--- config.mk ---
export PLATFORM = sky130hd
export DESIGN_NAME = sync_sum_frame_deframer_unit
export DESIGN_NICKNAME = d
export VERILOG_FILES = /design/src/hdl/ssfd_pkg.sv /design/src/hdl/ssfd_framer.sv /design/src/hdl/sync_sum_frame_deframer_unit.sv
export SDC_FILE = /design/constraint.sdc
export NUM_CORES = 1
export LEC_CHECK = 0
export BUFFER_PORTS_ARGS = -buffer_cell sky130_fd_sc_hd__buf_2
export CAP_MARGIN = 25
export CORE_UTILIZATION = 40
export DETAILED_ROUTE_END_ITERATION = 16
export PLACE_DENSITY_LB_ADDON = 0.25
export SLEW_MARGIN = 20
export SYNTH_ARGS = -nofsm -noshare
export SYNTH_HDL_FRONTEND = slang
export SYNTH_HIERARCHICAL = 1
export SYNTH_SLANG_ARGS = --single-unit
--- constraint.sdc ---
create_clock -name clk -period 7.75 [get_ports clk]
set_clock_uncertainty 0.2 [all_clocks]
set_input_delay 0.775 -clock clk [delete_from_list [all_inputs] [get_ports clk]]
set_output_delay 0.775 -clock clk [all_outputs]
set_load 0.005 [all_outputs]
--- src/hdl/ssfd_pkg.sv ---
// Shared types and constants for the sync-and-sum frame deframer.
`default_nettype none

package ssfd_pkg;

	// Widths of one stream byte and of the largest payload.
	localparam int BYTE_W      = 8;
	localparam int MAX_PAYLOAD = 8;

	// Sync bytes that open every frame.
	localparam logic [BYTE_W-1:0] SYNC_FIRST  = 8'hFF;
	localparam logic [BYTE_W-1:0] SYNC_SECOND = 8'hFE;

	// One recovered frame; the id sits in the lowest bits, payload byte 0 next.
	typedef struct packed {
		logic [MAX_PAYLOAD-1:0][BYTE_W-1:0] payload;
		logic [BYTE_W-1:0]                  id;
	} frame_t;

	localparam int FRAME_W = $bits(frame_t);

	// Frame tracking phases, one-hot.
	typedef enum logic [4:0] {
		PH_HUNT  = 5'b00001,
		PH_SYNC2 = 5'b00010,
		PH_ID    = 5'b00100,
		PH_DATA  = 5'b01000,
		PH_CHECK = 5'b10000
	} phase_t;

endpackage

`default_nettype wire

--- src/hdl/ssfd_framer.sv ---
// Frame tracker: sync hunt, id and payload capture, running sum and checksum test.
`default_nettype none

module ssfd_framer #(
	parameter int PAYLOAD_BYTES = 8
) (
	input  wire logic                       clk,
	input  wire logic                       arst_n,
	input  wire logic                       step,
	input  wire logic [ssfd_pkg::BYTE_W-1:0] byte_in,
	output logic                            emit,
	output ssfd_pkg::frame_t                frame
);
	import ssfd_pkg::*;

	localparam int CNT_W = (PAYLOAD_BYTES > 1) ? $clog2(PAYLOAD_BYTES) : 1;
	localparam logic [CNT_W-1:0] CNT_LAST = CNT_W'(PAYLOAD_BYTES - 1);

	phase_t            phase_q;
	logic [CNT_W-1:0]  cnt_q;
	logic [BYTE_W-1:0] sum_q;
	logic [BYTE_W-1:0] id_q;
	logic [BYTE_W-1:0] store_q [PAYLOAD_BYTES];

	// Control state: phase, payload counter and running sum.
	always_ff @(posedge clk or negedge arst_n) begin
		if (!arst_n) begin
			phase_q <= PH_HUNT;
			cnt_q   <= '0;
			sum_q   <= '0;
		end else if (step) begin
			unique case (phase_q)
				PH_HUNT: begin
					phase_q <= (byte_in == SYNC_FIRST) ? PH_SYNC2 : PH_HUNT;
				end
				PH_SYNC2: begin
					phase_q <= (byte_in == SYNC_SECOND) ? PH_ID : PH_HUNT;
				end
				PH_ID: begin
					sum_q   <= byte_in;
					cnt_q   <= '0;
					phase_q <= PH_DATA;
				end
				PH_DATA: begin
					sum_q <= sum_q + byte_in;
					if (cnt_q == CNT_LAST) begin
						phase_q <= PH_CHECK;
					end else begin
						cnt_q <= cnt_q + 1'b1;
					end
				end
				PH_CHECK: begin
					phase_q <= PH_HUNT;
				end
				default: begin
					phase_q <= PH_HUNT;
				end
			endcase
		end
	end

	// Payload bytes shift in from the top, so byte 0 ends up in entry 0.
	always_ff @(posedge clk) begin
		if (step && phase_q == PH_ID) begin
			id_q <= byte_in;
		end
		if (step && phase_q == PH_DATA) begin
			for (int k = 0; k < PAYLOAD_BYTES - 1; k++) begin
				store_q[k] <= store_q[k+1];
			end
			store_q[PAYLOAD_BYTES-1] <= byte_in;
		end
	end

	// The checksum byte must equal 255 minus the sum, which is its bitwise inverse.
	// This flags the byte on byte_in whether or not it is consumed in this cycle.
	assign emit = (phase_q == PH_CHECK) && (byte_in == ~sum_q);

	// Result fields; bytes past the payload length read as zero.
	always_comb begin
		frame.id = id_q;
		for (int k = 0; k < MAX_PAYLOAD; k++) begin
			frame.payload[k] = '0;
		end
		for (int k = 0; k < PAYLOAD_BYTES; k++) begin
			frame.payload[k] = store_q[k];
		end
	end

endmodule

`default_nettype wire

--- src/hdl/sync_sum_frame_deframer_unit.sv ---
// Top level of the sync-and-sum frame deframer: input register, frame tracker, result register.
//
//  channel   direction  fields (tdata, lowest bit first)
//  s_axis    in         stream_byte[7:0]
//  m_axis    out        out_id, out_byte0 .. out_byte7 (72 bits)
//
// One byte is taken every cycle while the input register is not stalled. A byte
// is held in the input register until it updates the tracker; a good frame reaches
// the result register at that same edge, as its checksum byte leaves that register.
// Reset clears the phase, the running sum and both valid flags.
// A held result stalls the input register only when that register holds a
// checksum byte that would give a new result.
`default_nettype none

module sync_sum_frame_deframer_unit #(
	parameter int PAYLOAD_BYTES = 8
) (
	input  wire logic                         clk,
	input  wire logic                         arst_n,
	input  wire logic                         s_axis_tvalid,
	output logic                              s_axis_tready,
	input  wire logic [7:0]                   s_axis_tdata,  // stream_byte
	output logic                              m_axis_tvalid,
	input  wire logic                         m_axis_tready,
	output logic [ssfd_pkg::FRAME_W-1:0]      m_axis_tdata   // out_id, out_byte0..out_byte7
);
	import ssfd_pkg::*;

	logic              valid_s1;
	logic [BYTE_W-1:0] byte_s1;
	logic              step;
	logic              emit;
	frame_t            frame;
	logic              out_valid_q;
	frame_t            out_data_q;
	logic              out_free;

	assign out_free      = !out_valid_q || m_axis_tready;
	assign step          = valid_s1 && (!emit || out_free);
	assign s_axis_tready = !valid_s1 || step;

	// Input register.
	always_ff @(posedge clk or negedge arst_n) begin
		if (!arst_n) begin
			valid_s1 <= 1'b0;
		end else if (s_axis_tready) begin
			valid_s1 <= s_axis_tvalid;
		end
	end

	always_ff @(posedge clk) begin
		if (s_axis_tready && s_axis_tvalid) begin
			byte_s1 <= s_axis_tdata;
		end
	end

	ssfd_framer #(
		.PAYLOAD_BYTES(PAYLOAD_BYTES)
	) u_framer (
		.clk    (clk),
		.arst_n (arst_n),
		.step   (step),
		.byte_in(byte_s1),
		.emit   (emit),
		.frame  (frame)
	);

	// Result register.
	always_ff @(posedge clk or negedge arst_n) begin
		if (!arst_n) begin
			out_valid_q <= 1'b0;
		end else if (out_free) begin
			out_valid_q <= valid_s1 && emit;
		end
	end

	always_ff @(posedge clk) begin
		if (valid_s1 && emit && out_free) begin
			out_data_q <= frame;
		end
	end

	assign m_axis_tvalid = out_valid_q;
	assign m_axis_tdata  = out_data_q;

endmodule

`default_nettype wire

# After elaboration in Yosys (flattened, before gate mapping)
# Memory sizes are Yosys's and may differ from the RTL's. A register that Yosys moved wholly into a read port is not among the register bits.
# Index checks and enable logic that the tools add are counted.
# word_totals
ff_bits,98
mem_bits_rw,64
input_bits,12
output_inout_bits,74
mem_count,1
# op_classes
add_sub_neg,2
n_eq_ne,11
n_mux,9
bitwise_logic,1
reduce_logical,17
# mem_list
memory,words,width,rd,rd_ports_with_merged_regs,write_ports,line,rtl
u_framer.store_q,8,8,8,1,8,ssfd_framer.sv:23,logic [BYTE_W-1:0] store_q [PAYLOAD_BYTES];
# op_table
cell,count
$pmux W5 S4,1
$eq A8 B8 Y1 const B,2
$pmux W8 S2,1
$add A8 B8 Y8,1
$eq A8 B8 Y1,1
$not A8 Y8,1
$logic_and A1 B1 Y1,7
$mux W3,2
$pmux W3 S2,1
$eq A5 B1 Y1 const B,1
$eq A5 B2 Y1 const B,1
$eq A5 B3 Y1 const B,1
$eq A5 B4 Y1 const B,1
$eq A5 B5 Y1 const B,1
$mux W5,1
$reduce_and A2 Y1,2
$add A3 B1 Y3 const B,1
$eq A3 B3 Y1 const B,1
$logic_not A1 Y1,3
$logic_or A1 B1 Y1,3
$reduce_and A3 Y1,1
$mux W1,2
$mux W2,1
$ne A2 B1 Y1 const B,1
other kinds (2),2

# Logic depth before layout (Yosys ltp)
# Gate-level depths: netlist of run 1.
# depth
ltp_word,9
depth_mapped,11
mapped_depth_nobuf,11

# By module
# The synthesis of run 1 kept the hierarchy.
# modules_own_cells
module,instances,cells_per_inst,area_per_inst_um2,seq_area_each_um2
ssfd_framer,1,197,3300.7,2563.7
sync_sum_frame_deframer_unit,1,90,2508.7,2452.4

# Least setup slack after synthesis of run 1
# OpenSTA, ideal clock, no wires.
# synth_timing
path_kind,reg-to-reg
startpoint,register byte_s1[4]
endpoint,register out_data_q (netlist bit m_axis_tdata[0]) (enable)
arrival_ns,4.593
path_slack_ns,2.455
stages_incl_launch_ff,7
cell_sequence,edfxtp_1 -> ha_1 -> and3_1 -> nand2_1 -> nor4_1 -> nand2_1 -> nor2_1
# synth_via
elab_chain_cells,4
# synth_lines
item,line,rtl
start: declaration,sync_sum_frame_deframer_unit.sv:30,logic [BYTE_W-1:0] byte_s1;
start signal: assignment,sync_sum_frame_deframer_unit.sv:53,byte_s1 <= s_axis_tdata;
$eq A8 B8 Y1,ssfd_framer.sv:77,assign emit = (phase_q == PH_CHECK) && (byte_in == ~sum_q);
$logic_and A1 B1 Y1,ssfd_framer.sv:77,
named net emit,sync_sum_frame_deframer_unit.sv:32,logic emit;
$logic_and A1 B1 Y1 (2 in series),sync_sum_frame_deframer_unit.sv:78,if (valid_s1 && emit && out_free) begin
end signal: assignment,sync_sum_frame_deframer_unit.sv:79,out_data_q <= frame;
end: declaration,sync_sum_frame_deframer_unit.sv:35,frame_t out_data_q;
# The timed path passes the listed nets, and every way through them passes these cells.
# A chain may end at the register's enable or synchronous reset.

# Worst setup path after layout of run 1
# layout_timing
startpoint,register byte_s1[6]
endpoint,register u_framer.sum_q[6]
# layout_via
elab_chain_cells,6
# layout_lines
item,line,rtl
$eq A8 B8 Y1,ssfd_framer.sv:77,
$logic_and A1 B1 Y1,ssfd_framer.sv:77,
named net emit,sync_sum_frame_deframer_unit.sv:32,
$logic_not A1 Y1,sync_sum_frame_deframer_unit.sv:39,assign step = valid_s1 && (!emit || out_free);
$logic_or A1 B1 Y1,sync_sum_frame_deframer_unit.sv:39,
$logic_and A1 B1 Y1,sync_sum_frame_deframer_unit.sv:39,
named net step,sync_sum_frame_deframer_unit.sv:31,logic step;
$reduce_and A2 Y1 (no line),n/a,
end signal: assignment,ssfd_framer.sv:40,sum_q <= byte_in;
end signal: assignment,ssfd_framer.sv:45,sum_q <= sum_q + byte_in;
end: declaration,ssfd_framer.sv:21,logic [BYTE_W-1:0] sum_q;
# The timed path passes the listed nets, and every way through them passes these cells.

==> results of run 1 <==
## flip-flops by register name, indices dropped and copies added, names as in the netlist
name and count:
byte_s1 8, m_axis_tdata 72, m_axis_tvalid 1, u_framer/cnt_q 3
u_framer/id_q 8, u_framer/phase_q 5, u_framer/store_q 64, u_framer/sum_q 8
valid_s1 1
## Yosys cell counts, drive strengths merged (2+ instances only)
cell    number  area share, %
edfxtp     152             79
dfrtp       17            7.3
o21ai       12            1.1
nand2       11           0.71
nor2        10           0.78
a21oi        9           0.84
ha           9            1.9
inv          9           0.58
nor3         5           0.43
xor2         5           0.75
nor2b        4           0.43
o22ai        4           0.43
a21o         3           0.39
buf          3           0.37
xnor2        3           0.45
a221oi       2           0.41
a22o         2           0.30
a31oi        2           0.22
and3         2           0.22
nand2b       2           0.22
nand3        2           0.34
nand4        2           0.22
nand4b       2           0.41
## metal layers
metal	share of wire (%)	global-route usage [%]
met3	6.2	4.00
met1	46	17.3
met4	2.5	8.23
met2	45	19.0
met5	0	0
## power breakdown
group / total [uW] / switching, uW / internal (uW)
Clock: 861 / 326 / 535
Combinational: 19.8 / 11.5 / 8.25
Sequential: 997 / 5.69 / 992
Total: 1880 / 343 / 1530
## kinds of logic (layout without fill, tap and decap cells)
group,Yosys count,after routing
flops,170,170
simple gates,44,44
compound gates,40,40
buf+inv,13,128
fa+ha+maj,10,10
xor+xnor,8,8
mux,2,2
## final timing paths
check,from,endpoint,cells past startpoint,slack [ns]
max,byte_s1[6]$_DFFE_PP_,u_framer/sum_q[6]$_DFFE_PN0P_,10,4.25
min,arst_n,u_framer/sum_q[2]$_DFFE_PN0P_,1,0.10
max reg2reg,byte_s1[6]$_DFFE_PP_,u_framer/sum_q[6]$_DFFE_PN0P_,10,4.25
min reg2reg,u_framer/store_q[0][0]$_DFFE_PP_,m_axis_tdata[8]$_DFFE_PP_,0,0.22
max in group asynchronous,arst_n,u_framer/phase_q[0]$_DFFE_PN1P_,1,6.91
min in group clk,u_framer/store_q[0][0]$_DFFE_PP_,m_axis_tdata[8]$_DFFE_PP_,0,0.22
## area by class of cell
class / instances / area share (%)
Clock buffer: 18 / 6.08
Multi-Input combinational cell: 104 / 10.5
Clock inverter: 14 / 2.50
Sequential cell: 170 / 71.0
Tap cell: 180 / 3.19
Timing Repair Buffer: 87 / 6.24
Inverter: 9 / 0.478
## worst reg2reg max path, stage by stage (launching register included)
cell,delay [ns]
edfxtp_1,0.46
ha_1,0.37
and3_1,0.19
nand2_1,0.06
nor4_1,0.09
a21boi_1,0.32
inv_2,0.14
nor2_4,0.58
buf_4,0.64
nor3_1,0.11
a221oi_1,0.24
## stage by stage
step	power, uW	cell area (sq um)	std cells	hold slack [ns]
2_1_floorplan	1030	5810	287	0.200
3_3_place_gp	1040	6460	550	0.203
3_5_place_dp	1040	6460	550	0.205
4_1_cts	1900	7060	582	0.0999
5_1_grt	1930	7060	582	0.121
6_report	1880	7060	582	0.100
==> results.cfg, run 1 <==
[synth]
synth-main-ff-cell = edfxtp_1
synth_area_sq_um = 5810
syn_avg_cell_area_sq_um = 20.2
synth_cells = 287
synth_edf_count = 152
synthXorXnorAreaFrac_pct = 1.21
synth_compound_area_share_pct = 4.54
synth-adder-area-share_pct = 2.28
synth_simple_gate_area_share_pct = 4.24
yosysSeqAreaShare_pct = 86.3
syn-num-nets = 309
synthMuxAreaShare_pct = 0.366
async_flop_share_pct = 10.6
yosys_register_bits = 170
synth.distinct_cells = 46
ys.warnings.count = 6
synth_top_family_by_area = compound AO/OA/AOI/OAI gates

[sta]
fin_ws_ns = 4.25
max_freq_mhz = 286
setup_viol = 0
layout_min_cycle_time_ns = 3.50
finalHoldViolCount = 0
grt_setup_unrepaired = false
finalMaxSlewViolations = 0
worstMarginPinSlew_ns = 0.939
max_slew_margin_pct = 37.4
tns_ns = 0
final.period_utilization_pct = 45.2

[setup_path]
start_kind = flop
endpoint_kind = flop
critPathKind = flop to flop
cp_top_family = simple AND/OR/NAND/NOR gates
crit_chain = ha_1, and3_1, nand2_1, nor4_1, a21boi_1, inv_2, nor2_4, buf_4, nor3_1, a221oi_1
critPathBufInv = 2
critPathMaxStageDelay_ns = 0.63
worstPathMaxFanout = 47
worstPathArrival_ns = 3.62
critPathSlowestCell = buf_4
crit_required_ns = 7.86

[power]
peakVddDrop_uv = 150
power_density_nw_per_um2 = 266
p_leak_uw = 0.00261

[grt]
grt_use_total_pct = 13.1
grt_pass1_wl_microns = 14200
antenna_found_initial = 0
grt-ovfl-total = 0
grt_max_degree = 73
first_global_vias = 2753

[finish]
finalNetCount = 411
layout_commonest_cell = edfxtp_1
diodes = 0
seq_area_sq_um = 5020
syn_to_final_growth_pct = 21.6
post-route-util_pct = 50.3
drive_gt1_share_pct = 31.1
final_cell_mix = 152 x edfxtp_1, 85 x buf_2, 17 x clkbuf_16, 17 x dfrtp_1, 11 x nand2_1
multiInputGateArea_sq_um = 742
fillers = 1143

[floorplan]
dieWidth_microns = 123
coreArea_sq_um = 14000
die_y_microns = 123
io-pin-count = 86
core.rowCount = 43
start_util_pct = 41.4
dieArea_sq_um = 15000

[cts]
cts-root-buf = clkbuf_16
ctsHoldBuffers = 0
cts.clk_slew.worst_paths_ns = 0.06
cts_max_level = 4
numCtsBuffers = 17
clockBufferDepth = 2
clk_latency_ns = 0.42
cts_resized = 0
cts.sinks = 170
cts_tree = done
post_cts_buffers = 0

[route]
firstDrtPassIters = 4
vias = 2813
route.detailed.drc = 0
drt_iter0_drc = 282
vias_per_cell = 4.83
ant_nets = 0
wirelength_microns = 9210
wl_per_cell_microns = 15.8

[min_path]
min_path_type = primary input to async pin

[placed_design]
gp_congestion = 0.775
pre_cts_slack_ns = 4.22
io_buffer_count = 85
dp_hpwl_microns = 5830

[flow_run]
drv_cap = 0

[status]
status = completed
No activity file was read; power rests on OpenSTA's default activity.
==> run 2: changes to the inputs <==
clock period = 3.3 ns   (was 7.75 ns; I/O delays follow)
==> results.cfg, run 2 (same netlist as run 1, synthesis figures left out) <==
[route]
ant_nets = 0
vias = 2832
vias_per_cell = 4.78
firstDrtPassIters = 4
route.detailed.drc = 0
wl_per_cell_microns = 15.0
wirelength_microns = 8900
drt_iter0_drc = 261

[power]
power_switching_uw = 775
power_density_nw_per_um2 = 591
power_frac_comb_pct = 1.3
intPower_uw = 3450
p_leak_uw = 0.00263
p_clk_share_pct = 43.2
seqPwrFrac_pct = 55.5
peakVddDrop_uv = 367
switching_share_pct = 18.4

[grt]
grt-ovfl-total = 0
grt_use_total_pct = 12.9
grt_pass1_wl_microns = 13900
grt_max_degree = 73
first_global_vias = 2698
antenna_found_initial = 0

[finish]
seq_area_sq_um = 5020
finalNetCount = 423
diodes = 0
drive_gt1_share_pct = 30.6
layout_commonest_cell = edfxtp_1
fillers = 1127
largest_register_ff_count = 72
final_cell_mix = 152 x edfxtp_1, 85 x buf_2, 17 x clkbuf_16, 17 x dfrtp_1, 11 x nand2_1
multiInputGateArea_sq_um = 761
syn_to_final_growth_pct = 23.0
post-route-util_pct = 50.9

[cts]
cts_tree = done
cts_max_level = 4
cts.sinks = 170
numCtsBuffers = 17
clockBufferDepth = 2
cts.clk_slew.worst_paths_ns = 0.06
clk_latency_ns = 0.42
cts-root-buf = clkbuf_16

[min_path]
min_path_cells = 3
min_path_type = primary input to flop

[placed_design]
io_buffer_count = 85
dp_hpwl_microns = 5670
gp_congestion = 0.753

[setup_path]
reg2reg_depth = 11
worst-r2r-setup-slack_ns = 0.40
start_kind = flop
critPathKind = flop to flop
worstPathMaxFanout = 17
endpoint_kind = flop
worstPathArrival_ns = 3.00
crit_required_ns = 3.41

[floorplan]
die_y_microns = 123
io-pin-count = 86
dieWidth_microns = 123
core.rowCount = 43
start_util_pct = 41.4
coreArea_sq_um = 14000
dieArea_sq_um = 15000

[sta]
max_freq_mhz = 345
finalHoldViolCount = 0
tns_ns = 0
final.period_utilization_pct = 87.8
max_slew_margin_pct = 68.9
setup_viol = 0
worstMarginPinSlew_ns = 0.466
hold_ws_ns = 0.0176
grt_setup_unrepaired = false
finalMaxSlewViolations = 0
layout_min_cycle_time_ns = 2.90

[flow_run]
drv_cap = 0

[status]
status = completed
## run 2: cell count changes in the layout (fill, tap and decap cells not counted), moves of 2 or more
| cell | before | now |
|---|---|---|
| bufinv_16 | 4 | 2 |
| clkbuf_1 | 1 | 3 |
| clkinvlp_4 | 0 | 3 |
| dlygate4sd3_1 | 0 | 10 |
| inv_6 | 2 | 0 |
## run 2: worst paths after layout
| path | to | start |
|---|---|---|
| max in group asynchronous | u_framer/phase_q[0]$_DFFE_PN1P_ | arst_n |
| min | valid_s1$_DFFE_PN0P_ | m_axis_tready |
| min in group asynchronous | valid_s1$_DFFE_PN0P_ | arst_n |
| max reg2reg | u_framer/cnt_q[0]$_DFFE_PN0P_ | byte_s1[4]$_DFFE_PP_ |
| min reg2reg | m_axis_tdata[1]$_DFFE_PP_ | u_framer/id_q[1]$_DFFE_PP_ |
| max | u_framer/cnt_q[0]$_DFFE_PN0P_ | byte_s1[4]$_DFFE_PP_ |
## run 2: critical path, stage by stage (launching register included)
cell and delay [ns]:
edfxtp_1 0.45, ha_1 0.37, and3_1 0.22, nand2_1 0.10
nor4_4 0.07, a21boi_2 0.25, inv_2 0.12, nor2_1 0.16
nand3_2 0.30, inv_1 0.15, o21ai_1 0.11, mux2_2 0.28
## run 2: layer usage
| metal | vias to the layer above | share of wire [%] | wire, microns | track usage, % |
|---|---|---|---|---|
| met3 | 16 | 5.8 | 517 | 4.51 |
| met4 | 0 | 2.3 | 206 | 7.55 |
| met1 | 1387 | 46 | 4050 | 16.3 |
| met2 | 90 | 46 | 4120 | 19.3 |
| met5 | - | 0 | 0 | 0 |
| li1 | 1339 | - | - | - |
## run 2: what timing repair did
item / in CTS / in global routing
endpoints found under the hold margin: 27 / 0
setup buffers: 0 / 0
resized for setup: 0 / 2
endpoints found under the setup margin: 0 / 2
hold buffers: 10 / 0
## run 2: power by group through the flow
stage               clock (uW)  combinational (uW)  sequential (uW)
floorplan                    0                28.9             2380
global placement             0                44.4             2390
detailed placement           0                45.9             2390
CTS                       1870                55.1             2340
global route              1950                63.0             2340
finish                    1820                55.5             2340
## run 2: final cells by class
type / instances / share of cell area, %
clock buffer: 20 / 6.11
tap: 180 / 3.15
inverter: 9 / 0.473
sequential: 170 / 70.2
clock inverter: 10 / 1.45
timing repair buffer: 99 / 7.95
multi-input combinational: 104 / 10.6
## run 2: through the flow
step	area [sq um]	setup slack (ns)	cells	total power, uW
finish	7140	0.404	592	4220
global route	7140	0.106	592	4360
CTS	7130	0.306	592	4270
detailed placement	6490	0.318	552	2430
global placement	6490	0.431	552	2430
floorplan	5820	0.110	287	2410
